$ cat src/hw/rtl/mit_pkg.sv
// Shared constants and types for the 3x3 inverse transpose block.
package mit_pkg;

	localparam int PORT_W         = 32;
	localparam int FRAC_BITS_DEF  = 16;
	localparam int ELEM_WIDTH_DEF = 32;
	localparam int QUEUE_DEPTH    = 2;
	localparam int N_ELEM         = 9;

	typedef enum logic [1:0] {
		BK_IDLE,
		BK_RUN,
		BK_FIN
	} bk_state_t;

endpackage

$ cat src/hw/rtl/mit_fifo.sv
// Two-entry queue between the cofactor front end and the divider back end.
module mit_fifo import mit_pkg::*; #(
	parameter int WIDTH = 8
) (
	input  logic             clk,
	input  logic             arst_n,
	input  logic             push_valid,
	output logic             push_stall,
	input  logic [WIDTH-1:0] push_data,
	output logic             pop_valid,
	input  logic             pop_stall,
	output logic [WIDTH-1:0] pop_data
);

	logic [WIDTH-1:0] mem_q [QUEUE_DEPTH];
	logic             wr_ptr_q;
	logic             rd_ptr_q;
	logic [1:0]       count_q;
	logic             do_push;
	logic             do_pop;

	assign push_stall = (count_q == 2'(QUEUE_DEPTH));
	assign pop_valid  = (count_q != 2'd0);
	assign pop_data   = mem_q[rd_ptr_q];
	assign do_push    = push_valid && !push_stall;
	assign do_pop     = pop_valid && !pop_stall;

	always_ff @(posedge clk) begin
		if (do_push) begin
			mem_q[wr_ptr_q] <= push_data;
		end
	end

	always_ff @(posedge clk or negedge arst_n) begin
		if (!arst_n) begin
			wr_ptr_q <= 1'b0;
			rd_ptr_q <= 1'b0;
			count_q  <= 2'd0;
		end else begin
			if (do_push) begin
				wr_ptr_q <= ~wr_ptr_q;
			end
			if (do_pop) begin
				rd_ptr_q <= ~rd_ptr_q;
			end
			case ({do_push, do_pop})
				2'b10:   count_q <= count_q + 2'd1;
				2'b01:   count_q <= count_q - 2'd1;
				default: count_q <= count_q;
			endcase
		end
	end

endmodule

$ cat config.mk
export PLATFORM = sky130hd
export DESIGN_NAME = mit_fifo
export DESIGN_NICKNAME = d
export VERILOG_FILES = /design/src/hw/rtl/mit_pkg.sv /design/src/hw/rtl/mit_fifo.sv
export SDC_FILE = /design/constraint.sdc
export NUM_CORES = 1
export LEC_CHECK = 0
export ABC_CLOCK_PERIOD_IN_PS = 1300
export BUFFER_PORTS_ARGS = -buffer_cell sky130_fd_sc_hd__buf_2
export CAP_MARGIN = 20
export CORE_ASPECT_RATIO = 0.75
export CORE_MARGIN = 4
export CORE_UTILIZATION = 30
export DETAILED_ROUTE_END_ITERATION = 10
export SLEW_MARGIN = 5
export SYNTH_ARGS = -nofsm -noshare
export SYNTH_HDL_FRONTEND = slang
export SYNTH_SLANG_ARGS = --single-unit
$ cat constraint.sdc
create_clock -name clk -period 1.3 [get_ports clk]
set_input_delay 0.065 -clock clk [delete_from_list [all_inputs] [get_ports clk]]
set_output_delay 0.065 -clock clk [all_outputs]
set_load 0.01 [all_outputs]
### Word-level counts from Yosys, hierarchy flattened

Memories as Yosys holds them, arrays and structs flattened.
Cells that the tools add are included.
W data, S select, Z words.

* memory bits (writable): 16
* input port bits: 12
* word-level logic and storage cells: 20
* memories kept: 1
* output and inout port bits: 10
* bits in registers: 4

* equal/unequal tests: 3
* add/subtract/negate cells: 2
* reduce and logical (&&, ||, !) cells: 6
* bitwise gates (word level): 2
* mux-type cells: 3

Memory list
* mem_q: depth 2, width 8, rd ports 1, clocked after memory_dff 0, wr ports 1, RTL line mit_fifo.sv:15 `logic [WIDTH-1:0] mem_q [QUEUE_DEPTH];`

Operators with widths (number)
* $eq A2 B2 Y1 const B: 2
* $pmux W2 S2: 1
* $reduce_bool A2 Y1: 2
* $add A2 B1 Y2 const B: 1
* $eq A2 B1 Y1 const B: 1
* $logic_and A1 B1 Y1: 2
* $logic_not A1 Y1: 2
* $mux W1: 2
* $not A1 Y1: 2
* $sub A2 B1 Y2 const B: 1

### Longest topological paths before layout

* depth in word-level cells: 5
* gate-level depth with buffers: 6
* mapped depth without buffers: 6

### Worst setup path before layout

Ideal clock, no wire load.

* path kind: flip-flop to flip-flop
* start: reg count_q[0]
* end: reg count_q[1]
* clock period less this slack: 1403 ps
* stages on the path, launching flop included: 6
* arrival time: 1324 ps
* required time: 1221 ps
* path buffers: 0
* library setup time: 79 ps
* setup slack: -103 ps
* path through: dfrtp_1 -> or2_4 -> nor2b_4 -> ha_1 -> nor2_1 -> xor2_1

* elaborated cells on any way between the ends: 11
* classes of those cells: 2 x add/sub; 3 x eq/ne; 1 x mux; 5 x reduce/logical

RTL lines
* from (decl): RTL line mit_fifo.sv:18 `logic [1:0] count_q;`
* from (signal assigned): RTL line mit_fifo.sv:47 `2'b10: count_q <= count_q + 2'd1;`
* from (signal assigned): RTL line mit_fifo.sv:48 `2'b01: count_q <= count_q - 2'd1;`
* from (signal assigned): RTL line mit_fifo.sv:49 `default: count_q <= count_q;`
* $reduce_bool A2 Y1 (*): RTL line mit_fifo.sv:23 `assign pop_valid = (count_q != 2'd0);`
* net pop_valid: RTL line mit_fifo.sv:10 `output logic pop_valid,`
* $logic_and A1 B1 Y1 (*): RTL line mit_fifo.sv:26 `assign do_pop = pop_valid && !pop_stall;`
* net do_pop: RTL line mit_fifo.sv:20 `logic do_pop;`
* $eq A2 B1 Y1 or $eq A2 B2 Y1 (tied branches): RTL line mit_fifo.sv:46 `case ({do_push, do_pop})`
* $pmux W2 S2 or $reduce_bool A2 Y1 (tied branches)

Mark *: on every way through the listed nets, which the timed path passes. The rest lies on a longest branch.
A chain may end at the register's enable or synchronous reset.

### Final worst setup path

* start: reg count_q[0]
* end: reg count_q[1]

* elaborated cells on any way between the ends: 11
* classes of those cells: 2 x add/sub; 3 x eq/ne; 1 x mux; 5 x reduce/logical

RTL lines (RTL line)
* $reduce_bool A2 Y1 (*): mit_fifo.sv:23
* $logic_and A1 B1 Y1 (*): mit_fifo.sv:26
* net do_pop: mit_fifo.sv:20
* $eq A2 B1 Y1 or $eq A2 B2 Y1 (tied branches): mit_fifo.sv:46
* $pmux W2 S2 or $reduce_bool A2 Y1 (tied branches)

Marks and branches as above.

==> impl_metrics.toml <==
[timing]
worst_pin_slew_ns = 0.196
finalClockSkew_ns = 0.00134
finalHoldViolCount = 0
finalSetupViolCount = 9
hold_ws_ns = 0.0867
final.setup.worst_slack_ns = -0.0814
min_period_ns = 1.38
rsz0062_at_grt = "yes"
drv_slew = 0
max_freq_mhz = 724
slew_headroom_pct = 86.9
period_share_pct = 106

[grt]
top_usage_layer = "met2"
gr-usage-met1_pct = 10.7
grt_overflow = 0
antenna_found_initial = 0
grt_use_met2_pct = 13.5
globalRouteTotalUtil_pct = 8.66
grt_pass1_vias = 478
use_met3_pct = 4.51
grt_first_pass_wirelength_um = 2160
grt_max_degree = 13

[synthesis]
seq_area_frac_synth_pct = 74.2
synthArstFlopShare_pct = 20.0
synth_nets = 56
synth_enable_flop_cells = 16
yosysMostFrequentCell = "edfxtp_1"
synth.area.top_cells = "edfxtp_1, dfrtp_1, mux2_1, xnor2_1, xor2_1"
yosysTopAreaCell = "edfxtp_1"
yosysUniqueCellTypes = 14
synthTopCellsByCount = "edfxtp_1, mux2_1, dfrtp_1, xnor2_1"
yosys_warnings = 0
synth_top_cell_area_share_pct = 61.4
netlist_area_sq_um = 782
synth_flop_cell = "edfxtp_1"
synthCells = 43
ys_ff_latch = 20
avgSynthCellArea_sq_um = 18.2

[setup_path]
r2r_start = "count_q[0]"
cp_slowest_cell = "dfrtp_1"
rrSetupSlack_ns = -0.08
cp_num_cells = 6
endpoint = "count_q[1]"
r2r_end = "count_q[1]"
cpLargestDelayFamily = "simple AND/OR/NAND/NOR gates"
rr_worst_depth = 6
startpoint = "count_q[0]"
end_kind = "flop"
worstPathRequired_ns = 1.52
crit_type = "flop to flop"
cp_max_fo = 3
path_cells = "or2_4, nor2b_4, ha_4, xnor2_1, nor2_1, xor2_1"
worstPathArrival_ns = 1.60
cpPeakStageDelay_ns = 0.40
crit_buf_inv = 0
startpoint_type = "flop"

[floorplan]
initial_core_util_pct = 32.8
dieArea_sq_um = 3500
dieHeight_um = 52.2
core_sq_um = 2380
die_w_um = 67.0
io_pins = 22
rows = 15

[run_status]
status = "finished with violations"
failed_checks = "setup timing"

[final_layout]
layout.area.seq_sq_um = 582
final_util_pct = 52.1
instances_no_fill = 119
fill_cells = 219
area_growth_syn_to_layout_pct = 58.9
nNetsFinal = 99
multi_input_area_sq_um = 241
n_antenna_cell = 0
drive_gt1_share_pct = 57.6

[detailed_routing]
drc = 0
firstDrtPassIters = 2
drtAntennaViolNets = 0
drtIter0Drc = 14
via_per_inst = 4.13
vias = 491
routed_wl_um = 1370
post_drt_wl_per_cell_um = 11.5

[hold_path]
hold_class = "input port to asynchronous set/reset pin"

[placement]
dp_cells = 103
gp_congestion = 0.701
io_buffers = 21
dp_hpwl_um = 946

[clock_network]
htreeDepth = 1
clock-sinks = 20
cts_root_buffer = "clkbuf_4"
clk_path_buf_depth = 2
clk_latency_ns = 0.29
path_clk_slew_ns = 0.11
cts_buffers = 3
cts_tree = "built"

[pwr]
pwr_density_cell_nw_per_um2 = 2190
p_seq_share_pct = 35.9
p_sw_share_pct = 27.3
irDropWorstVdd_mv = 1.18
p_int_mw = 1.97
p_switching_uw = 742
p_leak_nw = 0.531
clockPowerShare_pct = 18.2
power_frac_comb_pct = 45.9

[run]
cap_violations = 0
==> metrics by stage <==
stage	power, mW	worst slack [ns]	TNS, ns	instance area [sq um]
floorplan	1.50	-0.0676	-0.0676	797
global placement	1.82	-0.0377	-0.0377	985
detailed placement	1.84	-0.101	-0.101	985
CTS	2.36	-0.0988	-0.779	1130
global route	2.89	-0.185	-0.909	1240
finish	2.72	-0.0814	-0.418	1240
==> worst register-to-register path: stages (launching register included) <==
cell and delay [ns]:
dfrtp_1 0.40, or2_4 0.25, nor2b_4 0.13, ha_4 0.15
xnor2_1 0.11, nor2_1 0.11, xor2_1 0.16
==> power groups by stage <==
stage          Clock [mW]  Combinational, mW  Sequential (mW)
2_1_floorplan           0              0.534            0.967
3_3_place_gp            0              0.804             1.02
3_5_place_dp            0              0.812             1.03
4_1_cts             0.504              0.839             1.02
5_1_grt             0.538               1.35            0.998
6_report            0.495               1.25            0.975
==> sequential cells by signal (all words and copies together), names as in the netlist <==
name and count:
mem_q 16, count_q 2, wr_ptr_q 1, rd_ptr_q 1
==> what timing repair did <==
action	in CTS	in global routing
hold buffers	9	0
setup buffers	0	3
gates cloned	0	0
gates resized for setup	1	22
pin swaps	3	0
endpoints found under the setup margin	9	24
hold endpoints to repair	20	0
==> cell families (layout without fill, tap and decap cells) <==
kind of cell	count (synthesis)	count (layout)	share of synthesized area, %
and+or+nand+nor	7	7	5.92
muxes	8	8	11.5
xor gates and xnor gates	5	5	5.60
adders and majority gates	1	1	1.60
buffers and inverters	2	44	1.12
DFF	20	20	74.2
==> final cells by class <==
type	count	share of cell area, %
clock buffers	3	1.81
clock inverters	1	2.42
inverters	1	0.302
multi-input cells	21	19.4
flip-flops and latches	20	46.8
well taps	34	3.42
repair buffers	39	25.8
==> cell usage in the layout, fill, tap and decap left out <==
cell | netlist | final
edfxtp_1 | 16 | 16
buf_2 | 1 | 13
buf_6 | 0 | 10
dlygate4sd3_1 | 0 | 9
mux2_4 | 0 | 8
buf_4 | 0 | 7
xnor2_1 | 3 | 3
clkbuf_4 | 0 | 3
dfrtp_1 | 4 | 3
xor2_1 | 2 | 2
or2_4 | 1 | 1
nor2b_4 | 1 | 1
nand2b_1 | 1 | 1
inv_1 | 1 | 1
and3_2 | 0 | 1
nand2_2 | 0 | 1
nor2_2 | 0 | 1
nor2_1 | 2 | 1
ha_4 | 0 | 1
bufinv_16 | 0 | 1
dfrtp_2 | 0 | 1
==> worst min-delay path by stage <==
stage	slack, ns	end
after global placement	-0.12	wr_ptr_q
after global routing	0.08	count_q[0]
final	0.09	count_q[0]
after detailed placement	-0.12	wr_ptr_q
after floorplan	-0.23	count_q[0]
after CTS	0.08	wr_ptr_q
==> metal layers <==
layer | vias to the layer above | wire length [um]
li1 | 238 | -
met1 | 239 | 611
met2 | 14 | 663
met3 | 0 | 95
met4 | 0 | 0
met5 | - | 0
(Power assumes the default switching activity.)
